===== config.mk =====
export PLATFORM = sky130hd
export DESIGN_NAME = int_to_ascii_converter_unit
export DESIGN_NICKNAME = d
export VERILOG_FILES = /design/src/rtl/core/itoa_pkg.sv /design/src/rtl/core/itoa_bcd.sv /design/src/rtl/core/itoa_emit.sv /design/src/rtl/core/int_to_ascii_converter_unit.sv
export SDC_FILE = /design/constraint.sdc
export NUM_CORES = 1
export LEC_CHECK = 0
export BUFFER_PORTS_ARGS = -buffer_cell sky130_fd_sc_hd__buf_4
export CORE_MARGIN = 1.5
export CORE_UTILIZATION = 35
export DETAILED_ROUTE_END_ITERATION = 12
export GPL_ROUTABILITY_DRIVEN = 1
export PLACE_DENSITY = 0.55
export SLEW_MARGIN = 10
export SYNTH_ARGS = -nofsm -noshare
export SYNTH_HDL_FRONTEND = slang
export SYNTH_SLANG_ARGS = --single-unit

===== constraint.sdc =====
create_clock -name i_clk -period 4.7 [get_ports i_clk]
set_clock_uncertainty 0.1 [all_clocks]
set_input_delay 1.41 -clock i_clk [delete_from_list [all_inputs] [get_ports i_clk]]
set_output_delay 1.41 -clock i_clk [all_outputs]
set_load 0.03 [all_outputs]

===== src/rtl/core/itoa_pkg.sv =====
// types and constants shared by the integer to ascii converter
// no dependencies
package itoa_pkg;

    localparam int unsigned VALUE_W = 32;
    localparam int unsigned DIGITS  = 10;
    localparam int unsigned BCD_W   = 4 * DIGITS;
    localparam int unsigned CNT_W   = $clog2(VALUE_W);
    localparam int unsigned LEFT_W  = $clog2(DIGITS + 1);

    localparam logic [CNT_W-1:0]  SHIFT_LAST = CNT_W'(VALUE_W - 1);
    localparam logic [LEFT_W-1:0] LEFT_FULL  = LEFT_W'(DIGITS);
    localparam logic [LEFT_W-1:0] LEFT_ONE   = LEFT_W'(1);

    localparam logic [1:0] REQ_SDEC = 2'd0;
    localparam logic [1:0] REQ_UDEC = 2'd1;
    localparam logic [1:0] REQ_HEX  = 2'd2;

    localparam logic [7:0] CH_ZERO  = 8'h30;
    localparam logic [7:0] CH_A     = 8'h61;
    localparam logic [7:0] CH_MINUS = 8'h2d;

    typedef struct packed {
        logic [1:0]         req_type;
        logic [VALUE_W-1:0] value;
    } t_in_word;

    typedef struct packed {
        logic [7:0] char_code;
        logic       last_char;
    } t_out_word;

    typedef struct packed {
        logic             valid;
        logic             neg;
        logic [BCD_W-1:0] digits;
    } t_conv_res;

    typedef enum logic [1:0] {
        CV_IDLE,
        CV_RUN,
        CV_HOLD
    } t_conv_state;

    typedef enum logic {
        EM_IDLE,
        EM_RUN
    } t_emit_state;

endpackage


===== src/rtl/core/itoa_bcd.sv =====
// bit-serial binary to bcd converter (shift and add three), hex passes straight through
// depends on itoa_pkg
module itoa_bcd (
    input  logic                        i_clk,
    input  logic                        i_rst_n,
    input  logic                        i_start,
    input  logic                        i_hex,
    input  logic                        i_neg,
    input  logic [itoa_pkg::VALUE_W-1:0] i_mag,
    input  logic                        i_take,
    output logic                        o_idle,
    output itoa_pkg::t_conv_res         o_res
);

    itoa_pkg::t_conv_state          r_state, n_state;
    logic [itoa_pkg::BCD_W-1:0]     r_bcd, n_bcd;
    logic [itoa_pkg::BCD_W-1:0]     adj;
    logic [itoa_pkg::VALUE_W-1:0]   r_bin, n_bin;
    logic [itoa_pkg::CNT_W-1:0]     r_cnt, n_cnt;
    logic                           r_neg, n_neg;

    always_comb begin
        for (int k = 0; k < itoa_pkg::DIGITS; k++) begin
            adj[4*k +: 4] = (r_bcd[4*k +: 4] >= 4'd5) ? r_bcd[4*k +: 4] + 4'd3
                                                      : r_bcd[4*k +: 4];
        end
    end

    always_comb begin
        n_state = r_state;
        n_bcd   = r_bcd;
        n_bin   = r_bin;
        n_cnt   = r_cnt;
        n_neg   = r_neg;
        case (r_state)
            itoa_pkg::CV_IDLE: begin
                if (i_start) begin
                    n_neg = i_neg;
                    if (i_hex) begin
                        n_bcd   = {{(itoa_pkg::BCD_W - itoa_pkg::VALUE_W){1'b0}}, i_mag};
                        n_state = itoa_pkg::CV_HOLD;
                    end else begin
                        n_bcd   = '0;
                        n_bin   = i_mag;
                        n_cnt   = '0;
                        n_state = itoa_pkg::CV_RUN;
                    end
                end
            end
            itoa_pkg::CV_RUN: begin
                n_bcd = {adj[itoa_pkg::BCD_W-2:0], r_bin[itoa_pkg::VALUE_W-1]};
                n_bin = {r_bin[itoa_pkg::VALUE_W-2:0], 1'b0};
                n_cnt = r_cnt + 1'b1;
                if (r_cnt == itoa_pkg::SHIFT_LAST) begin
                    n_state = itoa_pkg::CV_HOLD;
                end
            end
            itoa_pkg::CV_HOLD: begin
                if (i_take) begin
                    n_state = itoa_pkg::CV_IDLE;
                end
            end
            default: begin
                n_state = itoa_pkg::CV_IDLE;
            end
        endcase
    end

    always_ff @(posedge i_clk) begin
        if (!i_rst_n) begin
            r_state <= itoa_pkg::CV_IDLE;
        end else begin
            r_state <= n_state;
        end
        r_bcd <= n_bcd;
        r_bin <= n_bin;
        r_cnt <= n_cnt;
        r_neg <= n_neg;
    end

    assign o_idle       = (r_state == itoa_pkg::CV_IDLE);
    assign o_res.valid  = (r_state == itoa_pkg::CV_HOLD);
    assign o_res.neg    = r_neg;
    assign o_res.digits = r_bcd;

endmodule


===== src/rtl/core/itoa_emit.sv =====
// character emitter: skips leading zero digits, sends sign and digits one word per cycle
// while the output is not stalled; depends on itoa_pkg
module itoa_emit (
    input  logic                i_clk,
    input  logic                i_rst_n,
    input  itoa_pkg::t_conv_res i_res,
    output logic                o_take,
    output logic                o_valid,
    input  logic                i_stall,
    output itoa_pkg::t_out_word o_word
);

    itoa_pkg::t_emit_state          r_state, n_state;
    logic [itoa_pkg::BCD_W-1:0]     r_digits, n_digits;
    logic [itoa_pkg::LEFT_W-1:0]    r_left, n_left;
    logic                           r_neg, n_neg;
    logic                           r_started, n_started;
    logic                           r_valid, n_valid;
    itoa_pkg::t_out_word            r_word, n_word;
    logic [3:0]                     top_nib;
    logic [7:0]                     ch;
    logic                           slot;

    assign top_nib = r_digits[itoa_pkg::BCD_W-1 -: 4];
    assign ch      = (top_nib < 4'd10) ? itoa_pkg::CH_ZERO + {4'h0, top_nib}
                                       : itoa_pkg::CH_A + {4'h0, top_nib} - 8'd10;
    assign slot    = !r_valid || !i_stall;

    always_comb begin
        n_state   = r_state;
        n_digits  = r_digits;
        n_left    = r_left;
        n_neg     = r_neg;
        n_started = r_started;
        n_valid   = r_valid && i_stall;
        n_word    = r_word;
        o_take    = 1'b0;
        case (r_state)
            itoa_pkg::EM_IDLE: begin
                if (i_res.valid) begin
                    o_take    = 1'b1;
                    n_digits  = i_res.digits;
                    n_neg     = i_res.neg;
                    n_left    = itoa_pkg::LEFT_FULL;
                    n_started = 1'b0;
                    n_state   = itoa_pkg::EM_RUN;
                end
            end
            itoa_pkg::EM_RUN: begin
                if (!r_started && r_left != itoa_pkg::LEFT_ONE && top_nib == 4'h0) begin
                    // leading zero digit
                    n_digits = {r_digits[itoa_pkg::BCD_W-5:0], 4'h0};
                    n_left   = r_left - 1'b1;
                end else if (slot) begin
                    n_valid = 1'b1;
                    if (r_neg) begin
                        n_word.char_code = itoa_pkg::CH_MINUS;
                        n_word.last_char = 1'b0;
                        n_neg            = 1'b0;
                    end else begin
                        n_word.char_code = ch;
                        n_word.last_char = (r_left == itoa_pkg::LEFT_ONE);
                        n_started        = 1'b1;
                        n_digits         = {r_digits[itoa_pkg::BCD_W-5:0], 4'h0};
                        n_left           = r_left - 1'b1;
                        if (r_left == itoa_pkg::LEFT_ONE) begin
                            n_state = itoa_pkg::EM_IDLE;
                        end
                    end
                end
            end
            default: begin
                n_state = itoa_pkg::EM_IDLE;
            end
        endcase
    end

    always_ff @(posedge i_clk) begin
        if (!i_rst_n) begin
            r_state <= itoa_pkg::EM_IDLE;
            r_valid <= 1'b0;
        end else begin
            r_state <= n_state;
            r_valid <= n_valid;
        end
        r_digits  <= n_digits;
        r_left    <= n_left;
        r_neg     <= n_neg;
        r_started <= n_started;
        r_word    <= n_word;
    end

    assign o_valid = r_valid;
    assign o_word  = r_word;

endmodule


===== src/rtl/core/int_to_ascii_converter_unit.sv =====
// integer to ascii converter top level: mode decode, bcd converter and character emitter
// depends on itoa_pkg, itoa_bcd, itoa_emit
// a new word is accepted only while the converter is idle; it stays busy for the 32-step
// shift and add on a decimal word and until the emitter takes the result, so one word can
// be converting while the emitter still sends the characters of the word ahead of it
// reset: synchronous active-low, clears the converter and emitter state and output valid
module int_to_ascii_converter_unit (
    input  logic                i_clk,
    input  logic                i_rst_n,
    input  logic                i_valid,
    output logic                o_stall,
    input  itoa_pkg::t_in_word  i_word,
    output logic                o_valid,
    input  logic                i_stall,
    output itoa_pkg::t_out_word o_word
);

    logic                           start;
    logic                           is_neg;
    logic                           is_hex;
    logic [itoa_pkg::VALUE_W-1:0]   mag;
    logic                           conv_idle;
    logic                           take;
    itoa_pkg::t_conv_res            conv_res;

    assign start  = i_valid && !o_stall;
    assign is_neg = (i_word.req_type == itoa_pkg::REQ_SDEC) && i_word.value[itoa_pkg::VALUE_W-1];
    assign is_hex = (i_word.req_type == itoa_pkg::REQ_HEX);
    assign mag    = is_neg ? (~i_word.value + 1'b1) : i_word.value;
    assign o_stall = !conv_idle;

    itoa_bcd u_bcd (
        .i_clk   (i_clk),
        .i_rst_n (i_rst_n),
        .i_start (start),
        .i_hex   (is_hex),
        .i_neg   (is_neg),
        .i_mag   (mag),
        .i_take  (take),
        .o_idle  (conv_idle),
        .o_res   (conv_res)
    );

    itoa_emit u_emit (
        .i_clk   (i_clk),
        .i_rst_n (i_rst_n),
        .i_res   (conv_res),
        .o_take  (take),
        .o_valid (o_valid),
        .i_stall (i_stall),
        .o_word  (o_word)
    );

    a_take_has_result: assert property (@(posedge i_clk) disable iff (!i_rst_n)
        take |-> conv_res.valid)
        else $error("emitter took a result the converter did not hold");

    a_busy_after_accept: assert property (@(posedge i_clk) disable iff (!i_rst_n)
        (i_valid && !o_stall) |=> o_stall)
        else $error("converter not busy after accepting a word");

    a_sign_not_last: assert property (@(posedge i_clk) disable iff (!i_rst_n)
        o_valid |-> !(o_word.char_code == itoa_pkg::CH_MINUS && o_word.last_char))
        else $error("minus sign flagged as last character");

endmodule


==> results.md <==
* DRT Pass-1 Iters at 5
* Number of flops mapped to enable cells by yosys at 132
* Fill cell count at 1956
* CTS H-Tree Depth at 4
* Normalized max-slew margin at 0.305
* Synth Instances at 670
* Setup Crit Path Kind: in -> reg
* Die area at 21700 µm²
* Final setup viols at 0
* Core footprint at 20400 µm²
* Global-route wire length before repair at 26.0 mm
* Total clock sinks at 136
* Num CTS Buffers at 17
* Vias in the first global route at 5005
* Ant diodes at 0
* Final Instance Count excl. Fillers at 993
* Synthesized area per cell at 10.9 µm²
* Switch Pwr at 0.871 mW
* Area share of fa/ha/maj cells after synthesis at 0.0463
* Final Hold Viols at 0
* Slew Limit Fails at 0
* Highest Clock Rate at 0.294 GHz
* GRT overflow at 0
* HPWL Detailed at 11.0 mm
* Worst-Margin Slew at 1040 ps
* Pwr per Cell Area at 402 nW/µm²
* Final Core Density at 0.420
* Worst Path Buf+Inv at 2
* Sw Share at 0.253
* Pint at 2.57 mW
* Commonest non-fill, non-tap cell in the layout: edfxtp_1
* PortBufs at 47
* Synthesized Nets at 735
* CP Max Fanout at 21
* DRT Wirelength at 15.8 mm
* Compound-cell area share of the yosys netlist at 0.134
* Max_cap viols at 0
* Clock slew seen by the registers of the worst setup and hold paths at 60 ps
* Critical-path cell list: buf_4 > or3b_2 > inv_1 > a2111oi_2 > a31oi_1 > xnor2_1 > o21ai_0
* Critical Path RT at 4730 ps
* Logic pwr share at 0.137
* I/O Pins at 49
* Outcome: complete, no violations
* Fin nets at 775
* Per-cell routed wire length at 15.9 µm
* CP Capture Type: flop
* Critical path data arrival time at 3440 ps
* Pin count of the biggest net entering global routing at 71
* Setup_tns at 0 ps
* Unrepaired setup endpoints after global routing: false
* Share of layout cells above drive strength 1 at 0.170
* Via-to-Cell Ratio at 5.16
* Placer Congestion at 0.819
* Yosys reg bits at 136
* Initial antenna violation count at 0
* Fraction of registers with async set/reset at 0
* Gr usage total at 0.152
* Via count at 5122
* Iteration-0 DRC Markers at 384
* Worst-case clock buffer depth at 2
* Die width at 147 µm
* Clock Power Share at 0.411
* P_leak at 3.03 nW
* CTS tree: yes
* Fin crit share at 0.724
* Distinct cells, synth at 54
* Initial Util at 0.358
* Resize count post-CTS at 0
* Layout area overhead at 17.3%
* Synth Flop Type: edfxtp_1
* Most frequent cells in the layout: 132 x edfxtp_1, 86 x nand2_1, 83 x o21ai_0
* Seq pwr share at 0.452
* Mapped cell area at 7300 µm²
* Clk Latency, worst-skew pair at 410 ps
* Seq/Total Area, Yosys at 0.554
* Dpl cell area at 7940 µm²
* XOR/XNOR share of the synthesized area at 0.0576
* Crit-path max cell delay at 680 ps
* Largest family of logic cells by synthesized area: simple AND/OR/NAND/NOR gates
* Mux cell area share after synthesis at 0.0305
* CP startpoint kind: primary input
* Yosys warns at 0
* DRC viols at 0
* Setup repair bufs after CTS at 0
* Rows at 52
* Root Driver: clkbuf_16
* # placed instances at 961
* Synthesized-area fraction occupied by and/or/nand/nor cells at 0.142
* Worst hold margin at 426 ps
* Crit-path leading delay family: simple AND/OR/NAND/NOR gates
* Post-CTS Hold Buffers at 0
* ANT nets after route at 0
* Fin crit period at 3400 ps
* DIE HEIGHT at 147 µm
* Hold WC Path Type: reg -> reg
* Peak supply drop at 0.264 mV
* Final instance area at 8560 µm²
* Critical path's slowest cell: or3b_2
==> registers in the layout (all words and copies together) (netlist names) <==
signal / count
u_bcd.r_cnt: 5
u_emit.r_left: 4
u_bcd.r_bcd: 40
u_bcd.r_neg: 1
u_bcd.r_state: 2
u_emit.r_state: 1
u_emit.o_valid: 1
u_emit.o_word: 8
u_emit.r_digits: 40
u_emit.r_neg: 1
u_emit.r_started: 1
u_bcd.r_bin: 32
==> kinds of logic after synthesis <==
logic type,Yosys count
buffers and inverters,62
flip-flops,136
adder cells (fa/ha/maj),27
XOR/XNOR,48
multiplexers,20
AO/OA/AOI/OAI,166
AND/OR/NAND/NOR,209
other,2
==> power groups by stage <==
stage	combinational (mW)	sequential [mW]	clock (mW)
after floorplan	0.326	1.56	0
after global placement	0.456	1.57	0
after detailed placement	0.470	1.58	0
after CTS	0.473	1.55	1.44
after global routing	0.534	1.57	1.49
final	0.472	1.55	1.41
==> worst paths after layout <==
| path | cells past startpoint | slack [ps] | endpoint | start |
|---|---|---|---|---|
| max | 7 | 1300 | u_bcd.r_bin[24] | i_word[33] |
| min | 2 | 430 | u_bcd.r_bin[21] | u_bcd.r_bin[20] |
| max reg2reg | 5 | 1730 | u_emit.r_digits[17] | u_emit.r_digits[37] |
| min reg2reg | 2 | 430 | u_bcd.r_bin[21] | u_bcd.r_bin[20] |
==> synth_stat cells (18+ instances only) <==
master	number	area, µm²
edfxtp_1	132	3960
nand2_1	86	323
o21ai_0	83	415
nor2_1	39	146
a21oi_1	36	180
inv_1	30	113
ha_1	27	338
xnor2_1	27	236
clkbuf_1	24	90.1
xor2_1	21	184
mux2_2	18	203
==> worst reg2reg max path: stages (launching register included) <==
cell and delay [ps]:
edfxtp_1 440, inv_1 150, ha_1 160, or4b_2 580
o21ai_0 250, o22a_2 890
==> per-layer routing <==
metal,GRT usage,wire length (µm),vias up
li1,-,-,2501
met1,0.219,7750,2475
met2,0.226,7060,138
met3,0.0380,896,8
met4,0.0490,136,0
met5,0,0,-
==> layout make-up <==
class,instances,area [µm²],area share
multi-input combinational,472,3030,0.354
timing repair buffer,53,410,0.0479
inverter,30,113,0.0132
tap,270,338,0.0395
sequential,136,4050,0.472
clock buffer,18,429,0.0501
clock inverter,14,198,0.0231
==> stage by stage <==
| step | power (mW) | setup WS (ps) |
|---|---|---|
| after detailed placement | 2.05 | 880 |
| after global routing | 3.59 | 1110 |
| after global placement | 2.03 | 942 |
| after CTS | 3.47 | 1320 |
| final | 3.44 | 1300 |
| after floorplan | 1.88 | 784 |
(Power assumes the default switching activity.)
